**src/hdl/pil_pkg.sv**
```systemverilog
package pil_pkg;

	localparam int DATA_W    = 32;
	localparam int POS_W     = 16;
	localparam int DEPTH_DEF = 64;

	// func field codes
	localparam logic FUNC_INSERT = 1'b0;
	localparam logic FUNC_READ   = 1'b1;

	// status field codes
	localparam logic [1:0] ST_OK    = 2'd0;
	localparam logic [1:0] ST_EMPTY = 2'd1;
	localparam logic [1:0] ST_FULL  = 2'd2;

	// broadcast command from control to every cell
	typedef struct packed {
		logic shift_in;   // insert: open a slot at pos, shift the tail right
		logic rotate;     // read-out: rotate the occupied part left by one
	} cell_cmd_t;

endpackage

```
**src/hdl/pil_cell.sv**
```systemverilog
module pil_cell #(
	parameter int DEPTH = pil_pkg::DEPTH_DEF,
	parameter int IDX   = 0
) (
	input  logic                             clk,
	input  pil_pkg::cell_cmd_t               cmd,
	input  logic [$clog2(DEPTH)-1:0]         pos,
	input  logic [$clog2(DEPTH)-1:0]         last_idx,
	input  logic signed [pil_pkg::DATA_W-1:0] value,
	input  logic signed [pil_pkg::DATA_W-1:0] left_data,
	input  logic signed [pil_pkg::DATA_W-1:0] right_data,
	input  logic signed [pil_pkg::DATA_W-1:0] head_data,
	output logic signed [pil_pkg::DATA_W-1:0] data
);

	localparam int IW = $clog2(DEPTH);
	localparam logic [IW-1:0] MY_IDX = IW'(IDX);

	logic signed [pil_pkg::DATA_W-1:0] data_q;

	// cells past the occupied part may pick up junk; never read
	always_ff @(posedge clk) begin
		if (cmd.shift_in) begin
			if (MY_IDX == pos) begin
				data_q <= value;
			end else if (MY_IDX > pos) begin
				data_q <= left_data;
			end
		end else if (cmd.rotate) begin
			if (MY_IDX == last_idx) begin
				data_q <= head_data;
			end else begin
				data_q <= right_data;
			end
		end
	end

	assign data = data_q;

endmodule

```
**config.mk**
```make
export PLATFORM = sky130hd
export DESIGN_NAME = pil_cell
export DESIGN_NICKNAME = d
export VERILOG_FILES = /design/src/hdl/pil_pkg.sv /design/src/hdl/pil_cell.sv
export SDC_FILE = /design/constraint.sdc
export NUM_CORES = 1
export LEC_CHECK = 0
export BUFFER_PORTS_ARGS = -buffer_cell sky130_fd_sc_hd__buf_2
export CAP_MARGIN = 0
export CORE_MARGIN = 1.5
export CORE_UTILIZATION = 42
export CTS_CLUSTER_DIAMETER = 150
export DETAILED_ROUTE_END_ITERATION = 10
export PLACE_DENSITY = 0.9
export SYNTH_ARGS = -nofsm -noshare
export SYNTH_HDL_FRONTEND = slang
export SYNTH_SLANG_ARGS = --single-unit
```
**constraint.sdc**
```tcl
create_clock -name clk -period 5.14 [get_ports clk]
set_clock_uncertainty 0.05 [all_clocks]
set_input_delay 0.514 -clock clk [delete_from_list [all_inputs] [get_ports clk]]
set_output_delay 0.514 -clock clk [all_outputs]
set_load 0.02 [all_outputs]
```
==> results.cfg, run 1 <==
[drt]
ant_nets = 0
drc = 0
first_pass_iters = 4
post_drt_wl_per_cell_um = 19.7
via_count = 3052
initialDrtViolationCount = 271
viasPerCell = 6.55
drt_wl_total_um = 9170

[final_layout]
n_antenna_cell = 0
syn2layout_area_growth_pct = 34.8
largest_reg_flops = 32
drive_above_1_share = 0.575
fillers = 516
final_nets = 533
utilization = 0.586
design_area_um2 = 3450

[worst_setup_path]
cp_slowest_cell = or4_1
path_class = in -> reg
max_stage_delay_ps = 1070
cp-start-kind = primary input
cp_common_cell = nor4_1
cp-end-kind = flip-flop
critPathMaxFanout = 32
cp.arrival_ps = 2260
worstPathCellList = buf_2 > or4_1 > nor4_1 > nor4_1
required_ps = 5120

[clocking]
root_buffer = clkbuf_8
cts_buffers = 5
htree_levels = 2
cts_tree = done
clk_pin_slew_worst_paths_ps = 80
hold_buffers = 0
clockBufferDepth = 2
cts-resized-gates = 0
clock-sinks = 32
cts_setup_buffers = 0

[synth]
synth_fp_nets = 388
syn_avg_cell_area_um2 = 10.4
synth_compound_area_frac = 0.190
synthSimpleGateAreaFrac = 0.349
synthAdderAreaFrac = 0
synth-seq-cells = 32
netlist_area_um2 = 2560
synthCells = 245
synth_xor_area_frac = 0
synth_mux_area_frac = 0
synth_cell_types = 18
synth_top_family_by_area = simple AND/OR/NAND/NOR gates
yosysSeqAreaShare = 0.376
yosysWarnings = 0

[floorplanning]
die_h_um = 81.0
ios = 175
die_area_um2 = 6570
initial_core_util = 0.435
die-width_um = 81.0
row_count = 28
coreArea_um2 = 5890

[global_route]
antenna_found_initial = 0
grt-ovfl-total = 0
grt.total_usage = 0.274
grt_pass1_wl_um = 14000
grt_pass1_vias = 2945
grt_max_degree = 67

[status]
status = finished clean

[sta]
period_share = 0.444
rsz0062_at_grt = false
setup_viol = 0
min_period_ps = 2280
max_freq_mhz = 438
hold_viol = 0
drv_slew = 0
tightestPinTransition_ps = 1280
worst_slack_ps = 2860
slew_headroom = 0.146
setup-tns-final_ps = 0

[power_and_ir_drop]
switchingPower_w = 0.000227
peakVddDrop_mv = 0.112
share_comb_of_total_power = 0.286
sequentialPowerShare = 0.450
total_power_w = 0.000708
p_per_area_nw_per_um2 = 205
p_sw_frac = 0.320
internal-power_w = 0.000481
p_leak_nw = 1.23
power_frac_clock = 0.264

[placed_design]
port_buffers = 174
gp_congestion = 0.864
dp_slack_ps = 2570
dpl_cell_area_um2 = 3360
dp_hpwl_um = 5920

[hold_path]
hp-class = in -> reg

[run]
max_cap_viol_count = 0
-- metrics by stage --
step | cells | hold WS, ps
after floorplan | 245 | 773
after global placement | 458 | 871
after detailed placement | 458 | 888
after CTS | 466 | 590
after global routing | 466 | 608
final | 466 | 603
-- final cells by class --
cell class	instances	area [um2]	area share
multi-input combinational	170	1390	0.404
inverter	2	7.51	0.00218
sequential	32	961	0.279
tap	75	93.8	0.0272
clock inverter	3	13.8	0.00399
clock buffer	5	68.8	0.0200
timing repair buffer	179	908	0.264
-- power groups by stage --
stage	logic [W]	registers (W)	clock network [W]
finish	0.000202	0.000319	0.000187
global route	0.000215	0.000320	0.000201
CTS	0.000200	0.000319	0.000192
detailed placement	0.000199	0.000325	0
global placement	0.000195	0.000324	0
floorplan	0.0000780	0.000351	0
-- layer usage --
layer,vias up,global-route usage,routed length [um]
met2,243,0.480,4520
met4,0,0.107,192
li1,1358,-,-
met5,-,0,0
met1,1430,0.333,3510
met3,21,0.0494,939
-- cell usage in the layout, fill, tap and decap left out --
master | synthesis | final
or2_2 | 2 | 2
inv_1 | 1 | 1
nor4_4 | 4 | 4
clkinv_2 | 0 | 2
nor4_2 | 28 | 28
buf_4 | 3 | 5
a211oi_1 | 64 | 64
nand3_1 | 1 | 1
inv_2 | 1 | 1
nor2_2 | 0 | 2
o21ai_4 | 0 | 1
buf_2 | 13 | 174
or4_1 | 1 | 1
clkbuf_8 | 0 | 5
or4_4 | 1 | 1
nor4_1 | 66 | 66
edfxtp_1 | 32 | 32
clkinv_1 | 0 | 1
-- worst paths after layout --
path / start / endpoint / slack, ps / cells past startpoint
worst max-delay path: pos[1] / data[26] / 2860 / 4
worst min-delay path: value[21] / data[21] / 600 / 3
-- synthesized netlist by cell type, drive strengths merged --
library cell	instances	area, um2
a211oi	64	480
buf	21	136
clkbuf	20	75.1
edfxtp	32	961
inv	2	7.50
nand3	1	5.00
nor2	2	7.51
nor4	98	848
o21ai	1	5.00
or2	2	12.5
or4	2	18.8
-- kinds of logic (layout without fill, tap and decap cells) --
family	count (synthesis)	count (layout)
buffers and inverters	43	189
AO/OA/AOI/OAI	65	65
AND/OR/NAND/NOR	105	105
flip-flops	32	32
-- worst max-delay path: cells and delay by family --
family / cells / cell delay (ps)
simple gates: 3 / 1610
buf+inv: 1 / 120
Note: power is estimated with default switching activity, not from simulation.
==> run 2, diff against run 1 <==
Settings changed: CORE_UTILIZATION 42 to 38, PLACE_DENSITY 0.9 to 0.86.
Clock period 5.14 ns to 1.9 ns, I/O delays scaled along.
==> run 2 against run 1 <==
Compared with the run above:
- the run now ends with DRC left
- cell count is 2.1% higher
- total power rose to 2.7 times the previous value
- sequential power grew to 2.7 times the previous value
- routed wire length shrank 0.87%
- critical path type unchanged
==> results.cfg, run 2 (synthesis results as in run 1) <==
[clocking]
hold_buffers = 0
cts_tree = done
cts_buffers = 5
root_buffer = clkbuf_8
clock-sinks = 32
clockBufferDepth = 2
clk_pin_slew_worst_paths_ps = 70
cts_setup_buffers = 0
htree_levels = 2
cts-resized-gates = 0

[global_route]
grt_pass1_wl_um = 14200
grt_pass1_vias = 3011
grt-ovfl-total = 0
grt_max_degree = 67
antenna_found_initial = 0
grt.total_usage = 0.245

[power_and_ir_drop]
p_leak_nw = 1.28
peakVddDrop_mv = 0.227
total_power_w = 0.00193
p_per_area_nw_per_um2 = 544

[sta]
setup-tns-final_ps = 0
rsz0062_at_grt = false
drv_slew = 0
setup_viol = 0
max_freq_mhz = 659
slew_headroom = 0.318
hold_viol = 0
tightestPinTransition_ps = 1020
min_period_ps = 1520
period_share = 0.798

[worst_setup_path]
cp-start-kind = primary input
path_class = in -> reg
crit_start = cmd[1]
worstPathCellList = buf_2 > inv_2 > a211oi_1 > nor4_1
required_ps = 1920
max_stage_delay_ps = 730
critical_path_buf_inv_count = 2
cp.arrival_ps = 1540
cp_slowest_cell = inv_2
crit_family = buffers and inverters
critPathMaxFanout = 64
cp-end-kind = flip-flop

[placed_design]
gp_congestion = 0.844
port_buffers = 174
dp.cells = 469
dp_hpwl_um = 6340

[status]
violations = DRC
status = finished with violations

[final_layout]
syn2layout_area_growth_pct = 38.8
largest_reg_flops = 32
drive_above_1_share = 0.584
final_cell_mix = buf_2, nor4_1, a211oi_1
layout_commonest_cell = buf_2
n_antenna_cell = 0
fillers = 567
finalNonFillerCells = 476
final_nets = 542

[floorplanning]
coreArea_um2 = 6420
die_area_um2 = 7230
row_count = 29
die_h_um = 85.0
die-width_um = 85.0
ios = 175
initial_core_util = 0.398

[drt]
viasPerCell = 6.28
drt_wl_total_um = 9090
ant_nets = 0
post_drt_wl_per_cell_um = 19.1
via_count = 2991
first_pass_iters = 8
initialDrtViolationCount = 201
drc = 13

[hold_path]
min_from = value[0]
hp-class = in -> reg

[run]
max_cap_viol_count = 0
==> run 2: cell count changes in the layout (fill, tap and decap cells not counted) <==
cell / before / now
buf_12: 0 / 3
clkbuf_1: 0 / 1
buf_4: 5 / 11
clkinv_2: 2 / 1
clkinv_1: 1 / 0
==> run 2: layout make-up <==
type,instances,area (um2),share of cell area
well taps,77,96.3,0.0271
inverters,2,7.51,0.00211
clock buffers,6,72.6,0.0204
repair buffers,188,1010,0.286
flip-flops and latches,32,961,0.271
multi-input cells,170,1390,0.393
clock inverters,1,5.00,0.00141
==> run 2: metal layers <==
metal  global-route usage  vias up  part of all wire
met3               0.0506       16             0.087
met4               0.0864        0             0.013
met1                0.288     1412              0.40
li1                     -     1370                 -
met2                0.439      193              0.50
met5                    0        -                 0
==> run 2: final timing paths <==
kind                   to  cells past startpoint
setup / recovery  data[4]                      4
hold / removal    data[0]                      3
==> run 2: report_power, final <==
part,leakage (nW),switching (W),internal [W]
sequential,0.306,0.0000141,0.000846
clock,0.0410,0.000256,0.000249
combinational,0.936,0.000341,0.000223
==> run 2: through the flow <==
stage / util / cell area [um2] / setup WS, ps / hold slack [ps]
2_1_floorplan: - / 2570 / 249 / 449
3_3_place_gp: 0.541 / 3470 / 164 / 543
3_5_place_dp: 0.541 / 3470 / 147 / 565
4_1_cts: 0.553 / 3550 / 448 / 268
5_1_grt: 0.553 / 3550 / 301 / 273
6_report: 0.553 / 3550 / 384 / 277
==> run 3, diff against run 2 <==
Settings changed: ABC_AREA set to 1, CORE_UTILIZATION 38 to 43, PLACE_DENSITY 0.86 to 0.89.
Clock period 1.9 ns to 1.6 ns, I/O delays scaled along.
==> run 3 against run 2 <==
Compared with the run above:
- clock power increased by 14%
- hold slack got worse by 72 ps
- via count increased by 13%
- sequential power rose by 19%
- clock-buffer cell count decreased by 1
- total power grew 19%
- the flow now finishes without violations
- routed wire length fell by 2.7%
- non-clock buffer count grew 2
- cell count up 41%
- sequential cell count unchanged
==> results.cfg, run 3 <==
[status]
status = finished clean

[worst_setup_path]
path_class = reg -> out
required_ps = 1390
crit_family = flip-flops
cp-start-kind = flip-flop
max_stage_delay_ps = 410
crit_start = data[15]
critical_path_buf_inv_count = 1
cp.arrival_ps = 880
critPathMaxFanout = 1
cp_slowest_cell = edfxtp_1
worstPathCellList = buf_2
cp-end-kind = primary output
endpoint = data[15]
crit_cells = 1

[synth]
synth_top_family_by_area = simple AND/OR/NAND/NOR gates
synthCells = 426
synth_mux_area_frac = 0
synth_top_area_frac = 0.340
synth_cell_types = 10
synth_most_common_cell = inv_1
syn_avg_cell_area_um2 = 6.64
synthTopCellsByCount = inv_1, nand2_1, nand3_1, nand4_1, edfxtp_1
synth_compound_area_frac = 0.00177
synthSimpleGateAreaFrac = 0.420
synth_xor_area_frac = 0
synthAdderAreaFrac = 0
yosysSeqAreaShare = 0.340
synth_area_leaders = edfxtp_1, inv_1, nand4_1
synth-seq-cells = 32
synth_ff_type = edfxtp_1
yosysTopAreaCell = edfxtp_1
netlist_area_um2 = 2830
synth_fp_nets = 569
yosysWarnings = 0
async_reset_ff_frac = 0
synth_edf_count = 32

[floorplanning]
coreArea_um2 = 6350
row_count = 29
ios = 175
die_h_um = 84.1
initial_core_util = 0.446
die_area_um2 = 7080
die-width_um = 84.1

[global_route]
grt.total_usage = 0.242
grt_pass1_vias = 3100
grt_pass1_wl_um = 13800
grt_max_degree = 33
antenna_found_initial = 0
grt-ovfl-total = 0

[placed_design]
gp_congestion = 0.921
dp.cells = 662
port_buffers = 174
dp_hpwl_um = 6630

[drt]
initialDrtViolationCount = 288
drt_wl_total_um = 8840
viasPerCell = 5.07
ant_nets = 0
post_drt_wl_per_cell_um = 13.2
via_count = 3389
first_pass_iters = 5
drc = 0

[sta]
slew_headroom = 0.736
setup_viol = 0
rsz0062_at_grt = false
period_share = 0.680
min_period_ps = 1090
drv_slew = 0
hold_viol = 0
tightestPinTransition_ps = 397
setup-tns-final_ps = 0
max_freq_mhz = 920

[final_layout]
drive_above_1_share = 0.345
final_cell_mix = buf_2, inv_1, nand2_1
final_nets = 735
layout_commonest_cell = buf_2
n_antenna_cell = 0
syn2layout_area_growth_pct = 35.1
largest_reg_flops = 32
finalNonFillerCells = 669

[clocking]
clockBufferDepth = 2
cts-resized-gates = 0
cts_buffers = 5
clk_pin_slew_worst_paths_ps = 60
root_buffer = clkbuf_8
htree_levels = 2
cts_tree = done
cts_setup_buffers = 0
hold_buffers = 0
clock-sinks = 32

[hold_path]
hp-class = in -> reg

[power_and_ir_drop]
peakVddDrop_mv = 0.323
p_leak_nw = 2.34
p_per_area_nw_per_um2 = 601

[run]
max_cap_viol_count = 0
## run 3: logic make-up after synthesis
family / Yosys count
and+or+nand+nor: 233
DFF: 32
AOI/OAI and AO/OA: 1
buffers and inverters: 160
## run 3: worst min-delay path by stage
stage                   startpoint        to  cells after the start
floorplan           right_data[10]  data[10]                      4
global placement    right_data[27]  data[27]                      5
detailed placement  right_data[14]  data[14]                      5
CTS                 right_data[25]  data[25]                      5
global route          left_data[9]   data[9]                      5
finish              right_data[25]  data[25]                      5
## run 3: layout make-up
cell class,instances,area (um2)
flip-flops and latches,32,961
multi-input cells,234,1200
fillers,596,2520
well taps,77,96.3
clock inverters,2,7.51
inverters,129,484
repair buffers,190,1000
clock buffers,5,68.8
## run 3: metrics by stage
| step | setup slack [ps] | hold WS (ps) | area, um2 | power (W) | utilization |
|---|---|---|---|---|---|
| 2_1_floorplan | 6.11 | 390 | 2840 | 0.00142 | - |
| 3_3_place_gp | 269 | 491 | 3750 | 0.00172 | 0.590 |
| 3_5_place_dp | 239 | 496 | 3750 | 0.00174 | 0.590 |
| 4_1_cts | 522 | 198 | 3820 | 0.00231 | 0.602 |
| 5_1_grt | 445 | 225 | 3820 | 0.00241 | 0.602 |
| 6_report | 513 | 205 | 3820 | 0.00230 | 0.602 |
## run 3: report_power, final
| part | leakage (nW) | internal, W | switching (W) |
|---|---|---|---|
| registers | 0.295 | 0.00100 | 0.0000176 |
| logic | 2.01 | 0.000287 | 0.000415 |
| clock network | 0.0391 | 0.000287 | 0.000288 |
## run 3: routing by layer
layer  up-vias  global-route usage  part of all wire
li1       1676                   -                 -
met1      1473               0.289              0.38
met2       209               0.432              0.50
met3        31              0.0364             0.086
met4         0              0.0999             0.028
met5         -                   0                 0
